File: config.mk
export PLATFORM = sky130hd
export DESIGN_NAME = keyed_hash_gated_edge_expander_core
export DESIGN_NICKNAME = d
export VERILOG_FILES = /design/src/khge_pkg.sv /design/src/khge_front.sv /design/src/khge_back.sv /design/src/keyed_hash_gated_edge_expander_core.sv
export SDC_FILE = /design/constraint.sdc
export NUM_CORES = 2
export LEC_CHECK = 0
export BUFFER_PORTS_ARGS = -buffer_cell sky130_fd_sc_hd__buf_2
export CORE_ASPECT_RATIO = 1.2
export CORE_MARGIN = 2
export CORE_UTILIZATION = 30
export DETAILED_ROUTE_END_ITERATION = 12
export PLACE_DENSITY = 0.55
export SYNTH_ARGS = -nofsm -noshare
export SYNTH_HDL_FRONTEND = slang
export SYNTH_HIERARCHICAL = 1
export SYNTH_SLANG_ARGS = --single-unit
export TNS_END_PERCENT = 100
File: constraint.sdc
create_clock -name clk -period 14.5 [get_ports clk]
set_clock_uncertainty 0.2 [all_clocks]
set_input_delay 2.9 -clock clk [delete_from_list [all_inputs] [get_ports clk]]
set_output_delay 2.9 -clock clk [all_outputs]
set_load 0.02 [all_outputs]
File: src/khge_pkg.sv
`timescale 1ns / 1ps
package khge_pkg;

	typedef struct packed {
		logic signed [63:0] src_raw;
		logic signed [63:0] dst_raw;
		logic [31:0]        src_node;
		logic [31:0]        factor_base;
		logic [31:0]        in_degree;
	} in_word_t;

	typedef struct packed {
		logic [31:0] from_node;
		logic [31:0] to_node;
		logic [2:0]  factor_number;
		logic [31:0] probability;
		logic        last;
	} out_word_t;

	// classified edge, as queued between front and back
	typedef struct packed {
		logic [63:0] src_raw;
		logic [63:0] dst_raw;
		logic [31:0] src_node;
		logic [31:0] factor_base;
		logic [31:0] degree;
		logic [2:0]  count;
		logic [1:0]  fset;
	} job_t;

	typedef struct packed {
		logic valid;
		job_t job;
	} job_link_t;

	localparam logic [1:0] REG_SEED = 2'd0;
	localparam logic [1:0] REG_FSET = 2'd1;
	localparam logic [1:0] REG_GATE = 2'd2;

	localparam logic [1:0] FSET_TWO   = 2'd0;
	localparam logic [1:0] FSET_THREE = 2'd1;

	localparam logic [63:0] C_GOLDEN = 64'h9e3779b97f4a7c15;
	localparam logic [63:0] C_MIX1   = 64'hbf58476d1ce4e5b9;
	localparam logic [63:0] C_MIX2   = 64'h94d049bb133111eb;
	localparam logic [63:0] C_KEY    = 64'h243f6a8885a308d3;

	// {lo, hi} in Q0.16 for factor fidx (zero-based)
	function automatic logic [31:0] range_bounds(input logic [1:0] fset,
			input logic [2:0] fidx);
		logic [15:0] lo;
		logic [15:0] hi;
		lo = 16'd0;
		hi = 16'd0;
		case (fset)
			FSET_TWO: begin
				if (fidx[0]) begin
					lo = 16'd36045; hi = 16'd62259;
				end else begin
					lo = 16'd6554;  hi = 16'd29491;
				end
			end
			FSET_THREE: begin
				case (fidx)
					3'd0: begin lo = 16'd3277;  hi = 16'd19661; end
					3'd1: begin lo = 16'd22938; hi = 16'd58982; end
					default: begin lo = 16'd9830; hi = 16'd36045; end
				endcase
			end
			default: begin
				case (fidx)
					3'd0: begin lo = 16'd1311;  hi = 16'd11796; end
					3'd1: begin lo = 16'd29491; hi = 16'd62259; end
					3'd2: begin lo = 16'd7864;  hi = 16'd29491; end
					3'd3: begin lo = 16'd3277;  hi = 16'd14418; end
					default: begin lo = 16'd1311; hi = 16'd11796; end
				endcase
			end
		endcase
		return {lo, hi};
	endfunction

endpackage

File: src/khge_front.sv
`timescale 1ns / 1ps
module khge_front #(
	parameter int MAX_FACTORS = 5
) (
	input  logic                clk,
	input  logic                arst_n,
	input  logic                start,
	output logic                busy,
	input  khge_pkg::in_word_t  in_word,
	input  logic [1:0]          fset,
	output khge_pkg::job_link_t link,
	input  logic                pop
);
	localparam logic [2:0] MAXF = 3'(MAX_FACTORS);

	khge_pkg::job_t mem_q [2];
	logic           wr_ptr_q;
	logic           rd_ptr_q;
	logic [1:0]     cnt_q;
	logic           push;
	logic [2:0]     nf;
	khge_pkg::job_t job_in;

	assign busy = (cnt_q == 2'd2);
	assign push = start && !busy;

	always_comb begin
		case (fset)
			khge_pkg::FSET_TWO:   nf = 3'd2;
			khge_pkg::FSET_THREE: nf = 3'd3;
			default:              nf = 3'd5;
		endcase
		job_in.src_raw     = in_word.src_raw;
		job_in.dst_raw     = in_word.dst_raw;
		job_in.src_node    = in_word.src_node;
		job_in.factor_base = in_word.factor_base;
		job_in.degree      = (in_word.in_degree == 32'd0) ? 32'd1 : in_word.in_degree;
		job_in.count       = (nf < MAXF) ? nf : MAXF;
		job_in.fset        = fset;
	end

	always_ff @(posedge clk) begin
		if (push) begin
			mem_q[wr_ptr_q] <= job_in;
		end
	end

	always_ff @(posedge clk or negedge arst_n) begin
		if (!arst_n) begin
			wr_ptr_q <= 1'b0;
			rd_ptr_q <= 1'b0;
			cnt_q    <= 2'd0;
		end else begin
			if (push) wr_ptr_q <= !wr_ptr_q;
			if (pop)  rd_ptr_q <= !rd_ptr_q;
			cnt_q <= cnt_q + 2'(push) - 2'(pop);
		end
	end

	assign link.valid = (cnt_q != 2'd0);
	assign link.job   = mem_q[rd_ptr_q];

endmodule

File: src/khge_back.sv
`timescale 1ns / 1ps
module khge_back (
	input  logic                 clk,
	input  logic                 arst_n,
	input  khge_pkg::job_link_t  link,
	output logic                 pop,
	input  logic [63:0]          seed,
	input  logic                 gate_enable,
	output khge_pkg::out_word_t  out_word,
	output logic                 strobe
);
	typedef enum logic [8:0] {
		S_IDLE = 9'b000000001,
		S_FAC  = 9'b000000010,
		S_PRE  = 9'b000000100,
		S_MUL  = 9'b000001000,
		S_MID  = 9'b000010000,
		S_POST = 9'b000100000,
		S_GH   = 9'b001000000,
		S_GL   = 9'b010000000,
		S_DIV  = 9'b100000000
	} state_t;

	state_t              state_q;
	logic                emit;
	khge_pkg::job_t      job_q;
	logic [2:0]          k_q;
	logic [1:0]          rnd_q;
	logic [1:0]          mph_q;
	logic                msel_q;
	logic [63:0]         a_q;
	logic [63:0]         acc_q;
	logic [63:0]         h_q;
	logic [47:0]         ph_q;
	logic [32:0]         dvd_q;
	logic [31:0]         rem_q;
	logic [31:0]         quo_q;
	logic [5:0]          dcnt_q;
	khge_pkg::out_word_t out_q;
	logic                strobe_q;

	logic [31:0] mul_a;
	logic [31:0] mul_b;
	logic [63:0] prod;
	logic [63:0] mk;
	logic [63:0] key;
	logic [63:0] hin;
	logic [63:0] x1;
	logic [31:0] bounds;
	logic [15:0] dspan;
	logic [47:0] gsum;
	logic [31:0] g32;
	logic [32:0] trial;
	logic        qbit;
	logic        is_last;

	assign pop = (state_q == S_IDLE) && link.valid;

	always_comb begin
		mk     = msel_q ? khge_pkg::C_MIX2 : khge_pkg::C_MIX1;
		bounds = khge_pkg::range_bounds(job_q.fset, k_q);
		dspan  = bounds[15:0] - bounds[31:16];
		// one shared 32x32 multiplier for hash and gate
		mul_a = a_q[31:0];
		mul_b = mk[31:0];
		if (state_q == S_MUL) begin
			case (mph_q)
				2'd0:    begin mul_a = a_q[31:0];  mul_b = mk[31:0];  end
				2'd1:    begin mul_a = a_q[31:0];  mul_b = mk[63:32]; end
				default: begin mul_a = a_q[63:32]; mul_b = mk[31:0];  end
			endcase
		end else if (state_q == S_GH) begin
			mul_a = {16'd0, dspan};
			mul_b = h_q[63:32];
		end else if (state_q == S_GL) begin
			mul_a = {16'd0, dspan};
			mul_b = {11'd0, h_q[31:11]};
		end
		prod = {32'd0, mul_a} * {32'd0, mul_b};

		case (rnd_q)
			2'd1:    key = job_q.src_raw;
			2'd2:    key = job_q.dst_raw;
			default: key = {61'd0, k_q + 3'd1};
		endcase
		hin = (rnd_q == 2'd0) ? (seed ^ khge_pkg::C_KEY) : (h_q ^ key);
		x1  = hin + khge_pkg::C_GOLDEN;

		gsum = ph_q + {32'd0, prod[36:21]};
		g32  = {bounds[31:16], 16'd0} + gsum[47:16];

		trial = {rem_q, dvd_q[32]};
		qbit  = (trial >= {1'b0, job_q.degree});
		is_last = ((k_q + 3'd1) == job_q.count);
		emit = (state_q == S_DIV) && (dcnt_q == 6'd32);
	end

	always_ff @(posedge clk) begin
		if (pop) job_q <= link.job;
		case (state_q)
			S_FAC: begin
				rem_q  <= 32'd0;
				dcnt_q <= 6'd0;
				dvd_q  <= 33'h1_0000_0000;
			end
			S_PRE: begin
				a_q <= x1 ^ (x1 >> 30);
			end
			S_MUL: begin
				if (mph_q == 2'd0) acc_q <= prod;
				else acc_q[63:32] <= acc_q[63:32] + prod[31:0];
			end
			S_MID: begin
				a_q <= acc_q ^ (acc_q >> 27);
			end
			S_POST: begin
				h_q <= acc_q ^ (acc_q >> 31);
			end
			S_GH: begin
				ph_q <= prod[47:0];
			end
			S_GL: begin
				dvd_q  <= {1'b0, g32};
				rem_q  <= 32'd0;
				dcnt_q <= 6'd0;
			end
			S_DIV: begin
				rem_q  <= qbit ? 32'(trial - {1'b0, job_q.degree}) : trial[31:0];
				quo_q  <= {quo_q[30:0], qbit};
				dvd_q  <= {dvd_q[31:0], 1'b0};
				dcnt_q <= dcnt_q + 6'd1;
			end
			default: ;
		endcase
		if (emit) begin
			out_q.from_node     <= job_q.src_node;
			out_q.to_node       <= job_q.factor_base + {29'd0, k_q};
			out_q.factor_number <= k_q + 3'd1;
			// last quotient bit arrives this cycle
			out_q.probability   <= quo_q[31] ? 32'hFFFF_FFFF : {quo_q[30:0], qbit};
			out_q.last          <= is_last;
		end
	end

	always_ff @(posedge clk or negedge arst_n) begin
		if (!arst_n) begin
			state_q  <= S_IDLE;
			k_q      <= 3'd0;
			rnd_q    <= 2'd0;
			mph_q    <= 2'd0;
			msel_q   <= 1'b0;
			strobe_q <= 1'b0;
		end else begin
			strobe_q <= emit;
			case (state_q)
				S_IDLE: begin
					if (link.valid) begin
						k_q     <= 3'd0;
						state_q <= S_FAC;
					end
				end
				S_FAC: begin
					rnd_q   <= 2'd0;
					state_q <= gate_enable ? S_PRE : S_DIV;
				end
				S_PRE: begin
					mph_q   <= 2'd0;
					msel_q  <= 1'b0;
					state_q <= S_MUL;
				end
				S_MUL: begin
					if (mph_q == 2'd2) begin
						mph_q   <= 2'd0;
						state_q <= msel_q ? S_POST : S_MID;
					end else begin
						mph_q <= mph_q + 2'd1;
					end
				end
				S_MID: begin
					msel_q  <= 1'b1;
					state_q <= S_MUL;
				end
				S_POST: begin
					rnd_q   <= rnd_q + 2'd1;
					state_q <= (rnd_q == 2'd3) ? S_GH : S_PRE;
				end
				S_GH: state_q <= S_GL;
				S_GL: state_q <= S_DIV;
				S_DIV: begin
					if (emit) begin
						k_q     <= k_q + 3'd1;
						state_q <= is_last ? S_IDLE : S_FAC;
					end
				end
				default: state_q <= S_IDLE;
			endcase
		end
	end

	assign out_word = out_q;
	assign strobe   = strobe_q;

endmodule

File: src/keyed_hash_gated_edge_expander_core.sv
`timescale 1ns / 1ps
// Each result word runs through the shared 32x32 multiplier (hash chain and gate, gating on only)
//   and the 1-bit-per-cycle divider; the back end takes the next edge only after its last word.
// A two-deep edge queue keeps accepting while the back end works; busy when it is full.
// Reset (arst_n low, async): config registers cleared to zero, queue empty, back end idle, no strobe.
// Result words cannot be stalled: strobe is high for exactly one cycle per word.
module keyed_hash_gated_edge_expander_core #(
	parameter int MAX_FACTORS = 5
) (
	input  logic                clk,
	input  logic                arst_n,
	// edge input
	input  logic                start,
	output logic                busy,
	input  khge_pkg::in_word_t  in_word,
	// result output
	output khge_pkg::out_word_t out_word,
	output logic                strobe,
	// config port
	input  logic                psel,
	input  logic                penable,
	input  logic                pwrite,
	input  logic [4:0]          paddr,
	input  logic [63:0]         pwdata,
	output logic [63:0]         prdata,
	output logic                pready
);
	logic [63:0]         seed_q;
	logic [1:0]          fset_q;
	logic                gate_q;
	logic                cfg_wr;
	logic                pop;
	khge_pkg::job_link_t link;

	assign pready = 1'b1;
	assign cfg_wr = psel && penable && pwrite && pready;

	// registers sit on 8-byte strides: seed, factor_set, gate_enable
	always_ff @(posedge clk or negedge arst_n) begin
		if (!arst_n) begin
			seed_q <= 64'd0;
			fset_q <= 2'd0;
			gate_q <= 1'b0;
		end else if (cfg_wr) begin
			case (paddr[4:3])
				khge_pkg::REG_SEED: seed_q <= pwdata;
				khge_pkg::REG_FSET: fset_q <= pwdata[1:0];
				khge_pkg::REG_GATE: gate_q <= pwdata[0];
				default: ;
			endcase
		end
	end

	always_comb begin
		case (paddr[4:3])
			khge_pkg::REG_SEED: prdata = seed_q;
			khge_pkg::REG_FSET: prdata = {62'd0, fset_q};
			khge_pkg::REG_GATE: prdata = {63'd0, gate_q};
			default:            prdata = 64'd0;
		endcase
	end

	// front: accept, fix zero degree, resolve factor count, queue
	khge_front #(
		.MAX_FACTORS(MAX_FACTORS)
	) u_front (
		.clk     (clk),
		.arst_n  (arst_n),
		.start   (start),
		.busy    (busy),
		.in_word (in_word),
		.fset    (fset_q),
		.link    (link),
		.pop     (pop)
	);

	// back: per factor, 4-round hash chain and gate (gating on only), divide, emit
	khge_back u_back (
		.clk         (clk),
		.arst_n      (arst_n),
		.link        (link),
		.pop         (pop),
		.seed        (seed_q),
		.gate_enable (gate_q),
		.out_word    (out_word),
		.strobe      (strobe)
	);

endmodule
### Yosys cells after proc, flatten, opt, wreduce, memory -nomap -nowiden

Memory sizes are Yosys's and may differ from the RTL's. A register that Yosys moved wholly into a read port is not among the register bits.
Cells that the tools add are included.

| cells by class | value |
|---|---|
| add/sub/neg operators | 13 |
| multiply operators | 1 |
| magnitude comparators | 2 |
| equal/unequal tests | 27 |
| multiplexer cells | 46 |
| bitwise gates (word level) | 5 |
| reduce and logical (&&, ||, !) cells | 31 |

Operator list:

| operator | count |
|---|---|
| $mux W32 | 11 |
| $pmux W64 S2 | 2 |
| $pmux W64 S3 | 1 |
| $pmux W33 S3 | 1 |
| $pmux W16 S2 | 3 |
| $pmux W9 S8 | 1 |
| $add A32 B32 Y32 | 2 |
| $add A64 B64 Y64 const B | 1 |
| $mul A32 B32 Y64 | 1 |
| $mux W64 | 1 |
| $pmux W32 S2 | 1 |
| $xor A64 B33 Y64 | 1 |
| $xor A64 B34 Y64 | 1 |
| $xor A64 B37 Y64 | 1 |
| $xor A64 B64 Y64 | 1 |
| $mux W62 | 1 |
| $add A48 B16 Y48 | 1 |
| $pmux W16 S3 | 1 |
| $pmux W15 S3 | 1 |
| $mux W9 | 4 |
| $ge A33 B32 Y1 | 1 |
| $add A32 B3 Y32 | 1 |
| $logic_not A32 Y1 | 1 |
| $mux W16 | 2 |
| 45 further kinds | 83 |

| storage, ports and cells | value |
|---|---|
| register bits after elaboration | 532 |
| RAM bits | 458 |
| memories kept | 1 |

Memory list:

| name | depth | width | read ports | clocked after Yosys merged registers in | write ports | line | text |
|---|---|---|---|---|---|---|---|
| u_front.mem_q | 2 | 229 | 1 | 1 | 1 | khge_front.sv:16 | `khge_pkg::job_t mem_q [2];` |

### Longest topological paths before layout

| depth | value |
|---|---|
| depth after elaboration | 11 |
| gate-level depth with buffers | 75 |

### By module

Netlist, hierarchy kept.

Modules (own cells, without submodules):

| module | instances | cells each | area each (µm²) |
|---|---|---|---|
| khge_back | 1 | 6708 | 67697.4 |
| khge_front | 1 | 775 | 17943.5 |
| keyed_hash_gated_edge_expander_core | 1 | 221 | 3001.6 |

### Least setup slack after synthesis

No wires, ideal clock.

| path | value |
|---|---|
| path type | flip-flop to flip-flop |
| from | register u_back.k_q[1] |
| to | register u_back.dvd_q[30], data pin |
| setup time | 257 ps |
| arrival time | 14470 ps |
| path slack | -427 ps |
| stages on the path, launching flop included | 73 |
| path through | dfrtp_1 -> inv_1 -> ha_1 -> nor2b_1 -> nand2b_1 -> a21oi_1 -> nor2b_1 -> nor2_1 -> inv_1 -> ha_1 -> nor2b_1 -> o21ai_0 -> a21boi_0 -> o21ai_0 -> a21boi_0 -> o21ai_0 -> a21boi_0 -> o31ai_1 -> [37 not listed] -> buf_2 -> nand3_1 -> xnor2_1 -> ha_1 -> inv_1 -> fa_1 -> nor2b_1 -> o21ai_0 -> a21boi_0 -> o21ai_0 -> a21oi_1 -> o21ai_0 -> a21boi_0 -> o31ai_1 -> a21o_1 -> a21boi_0 -> o21ai_0 -> a32o_1 |

| on the way | value |
|---|---|
| cells in the longest elaborated chain, start to end | 11 |

RTL lines:

| item | line | text |
|---|---|---|
| start: declaration | khge_back.sv:27 | `logic [2:0] k_q;` |
| start signal: assignment | khge_back.sv:191 | `k_q <= k_q + 3'd1;` |
| $eq A3 B2 Y1 (tied with other cells) | khge_pkg.sv:71 | `case (fidx)` |
| $pmux W16 S3 (tied with other cells) | khge_pkg.sv:71 |  |
| $pmux W16 S2 | khge_pkg.sv:55 | `case (fset)` |
| $sub A16 B16 Y16 * | khge_back.sv:62 | `dspan = bounds[15:0] - bounds[31:16];` |
| $mux W32 | khge_back.sv:75 | `end else if (state_q == S_GL) begin` |
| $mux W32 * | khge_back.sv:72 | `end else if (state_q == S_GH) begin` |
| $mux W32 * | khge_back.sv:66 | `if (state_q == S_MUL) begin` |
| $mul A32 B32 Y64 * | khge_back.sv:79 | `prod = {32'd0, mul_a} * {32'd0, mul_b};` |
| net u_back.prod[33] | khge_back.sv:44 | `logic [63:0] prod;` |
| $add A48 B16 Y48 * | khge_back.sv:89 | `gsum = ph_q + {32'd0, prod[36:21]};` |
| $add A32 B32 Y32 * | khge_back.sv:90 | `g32 = {bounds[31:16], 16'd0} + gsum[47:16];` |
| $pmux W33 S3 * | khge_back.sv:100 | `case (state_q)` |
| end signal: assignment | khge_back.sv:123 | `dvd_q <= {1'b0, g32};` |
| end signal: assignment | khge_back.sv:130 | `dvd_q <= {dvd_q[31:0], 1'b0};` |
| end: declaration | khge_back.sv:35 | `logic [32:0] dvd_q;` |

Mark *: on every way through the listed nets, which the timed path passes. The rest lies on a longest branch.
A chain may end at the register's enable or synchronous reset.

### Worst setup path after layout

| path | value |
|---|---|
| from | register u_back.k_q[1] |
| to | register u_back.dvd_q[28], data pin |

Same word-level chain as after synthesis.

==> metrics.csv <==
metric,value,unit
status,"complete, no violations",
end_kind,register,
io_pins,466,
crit_end,u_back/dvd_q[28],
placed_area,99760,µm²
std_cell_rows,218,
h-tree-depth,3,
cts_tree,built,
critPathMaxFanout,7,
async_reset_ff_share,7.301,%
final_cell_mix,"inv_1, edfxtp_1, fa_1",
synth_seq_cells,1219,
drt_first_pass_iters,5,
root_buffer,clkbuf_16,
hold_path_depth,0,
min_period,14.14,ns
clk_latency,0.79,ns
dp_hpwl,239600,µm
clock_sinks,1219,
worst_slew_margin_rel,21.76,%
wirelength,293600,µm
path_clk_slew,0.07,ns
die_area,299900,µm²
track_usage,19.28,%
start_util,30.15,%
ys_types,110,
critPathKind,reg2reg,
grt_pass1_vias,63920,
wl_per_cell,23.10,µm
nFillCells,29070,
synthCells,7704,
ys.flop_type,edfxtp_1,
antenna_left,0,
fmax,70.74,MHz
avgSynthCellArea,11.51,µm²
yosys.area.top_type,edfxtp_1,
slew_viol_final,0,
r2r_end,u_back/dvd_q[28],
layout_commonest_cell,inv_1,
yosys-top-cells-area,"edfxtp_1, fa_1, ha_1",
vias,61200,
fin_setup_tns,0,ns
start_kind,register,
r2r_cells,71,
drtIter0Drc,4002,
grt_overflow,0,
worst_ep_arrival_time,14.48,ns
fin_crit_sh,97.49,%
setup_violations,0,
holdWs,0.1579,ns
viasPerCell,4.814,
multiInputGateArea,48220,µm²
hold_viol_final,0,
startpoint,u_back/k_q[1],
finish.utilization,36.13,%
grt_antenna_before_repair,42,
yosysWarnings,6,
ctsLongestPathBuffers,3,
maxCapViolCount,0,
tightest_slew,1.165,ns
dieWidth,500.2,µm
io_buffers,461,
rsz0062_at_grt,true,
syn_to_final_growth,19.85,%
die_y,599.5,µm
crit_family,adder cells,
max_stage_delay,0.60,ns
synth_edf_count,1130,
regArea,36170,µm²
grt_pass1_wl,427200,µm
post-route-drc-count,0,
synth_area,88640,µm²
core,294000,µm²
ys_seq_area_share,40.79,%
cts_made_buffers,111,
path_buf_inv,22,
globalplace.congestion,0.9504,
fin_area,106200,µm²
cp.depth,71,
synth_top_area_share,38.28,%
crit_top_cell,buf_4,
reg2reg_from,u_back/k_q[1],
grt_max_degree,139,
ff2ff_setup_slack,0.36,ns
hold_buffers,0,
drive_gt1_share,24.23,%
fin_nets,10340,
hp-class,reg2reg,
required,14.84,ns
slowest_stage,fa_1,
==> per-stage QoR <==
| stage | instances | setup WS (ns) |
|---|---|---|
| 2_1_floorplan | 7734 | 0.03012 |
| 3_3_place_gp | 12380 | -1.631 |
| 3_5_place_dp | 12380 | -1.611 |
| 4_1_cts | 12660 | 0.002498 |
| 5_1_grt | 12700 | -0.2130 |
| 6_report | 12710 | 0.3643 |
==> final cells by class <==
| cell class | instances | area share (%) |
|---|---|---|
| multi-input cells | 5008 | 45.39 |
| flip-flops and latches | 1219 | 34.04 |
| repair buffers | 1235 | 8.229 |
| well taps | 3850 | 4.534 |
| inverters | 1172 | 4.155 |
| clock buffers | 142 | 2.857 |
| clock inverters | 67 | 0.7420 |
| diodes | 20 | 0.04711 |
==> cells by family (layout without fill, tap and decap cells) <==
group | Yosys count | in the layout | synth area share [%]
fa+ha+maj | 1296 | 1296 | 25.92
compound gates | 974 | 974 | 7.240
buf+inv | 1507 | 2616 | 6.983
flops | 1219 | 1219 | 40.79
simple gates | 1941 | 1941 | 9.634
xor+xnor | 405 | 405 | 4.081
other cells | 3 | 53 | 0.01270
mux | 359 | 359 | 5.333
==> how the worst min path moves through the flow <==
stage | to | startpoint | slack, ns
6_report | u_back/out_word[91] | u_back/job_q[92] | 0.16
5_1_grt | u_back/out_word[96] | u_back/job_q[97] | 0.17
4_1_cts | u_back/out_word[91] | u_back/job_q[92] | 0.15
3_5_place_dp | u_back/out_word[95] | u_back/job_q[96] | 0.21
3_3_place_gp | u_back/out_word[69] | u_back/job_q[70] | 0.20
2_1_floorplan | u_back/out_word[68] | u_back/job_q[69] | 0.20
==> synthesized netlist by cell type (37+ instances only) <==
| library cell | count |
|---|---|
| a21o_1 | 87 |
| a21oi_1 | 239 |
| a22oi_1 | 82 |
| and2_1 | 94 |
| and3_1 | 37 |
| clkbuf_1 | 239 |
| dfrtp_1 | 88 |
| edfxtp_1 | 1130 |
| fa_1 | 901 |
| ha_1 | 395 |
| inv_1 | 1164 |
| mux2_2 | 101 |
| mux2_4 | 200 |
| mux2i_1 | 53 |
| nand2_1 | 835 |
| nand2b_1 | 41 |
| nand3_1 | 79 |
| nor2_1 | 607 |
| nor3_1 | 44 |
| o21ai_0 | 205 |
| or2_2 | 41 |
| xnor2_1 | 214 |
| xor2_1 | 186 |
==> timing repair <==
item                                   4_1_cts  5_1_grt
endpoints found under the hold margin        0        0
pin swaps                                   94      205
setup endpoints to repair                   13       11
gates cloned                                 0        1
setup buffers                               69       38
resized for setup                          164      260
==> sequential cells by signal, indices dropped and copies added, names as in the netlist, 3 cells and up <==
name,cells
u_back/state_q,9
u_back/dvd_q,33
u_front/mem_q,458
u_back/ph_q,48
u_back/rem_q,32
u_back/quo_q,32
u_back/acc_q,64
u_back/a_q,64
u_back/dcnt_q,6
seed_q,64
u_back/out_word,100
u_back/h_q,64
u_back/k_q,3
u_back/job_q,229
==> metal layers <==
layer,part of all wire [%],vias to the layer above,wire (µm),track usage [%]
li1,-,27560,-,-
met1,39,31130,115600,23.33
met2,49,1920,144600,33.57
met5,0.10,-,307,0
met3,5.8,544,17090,3.071
met4,5.5,48,16010,8.918
Power is not shown: default switching activity piles up to over one toggle a cycle in this logic, so the estimate is an artifact.
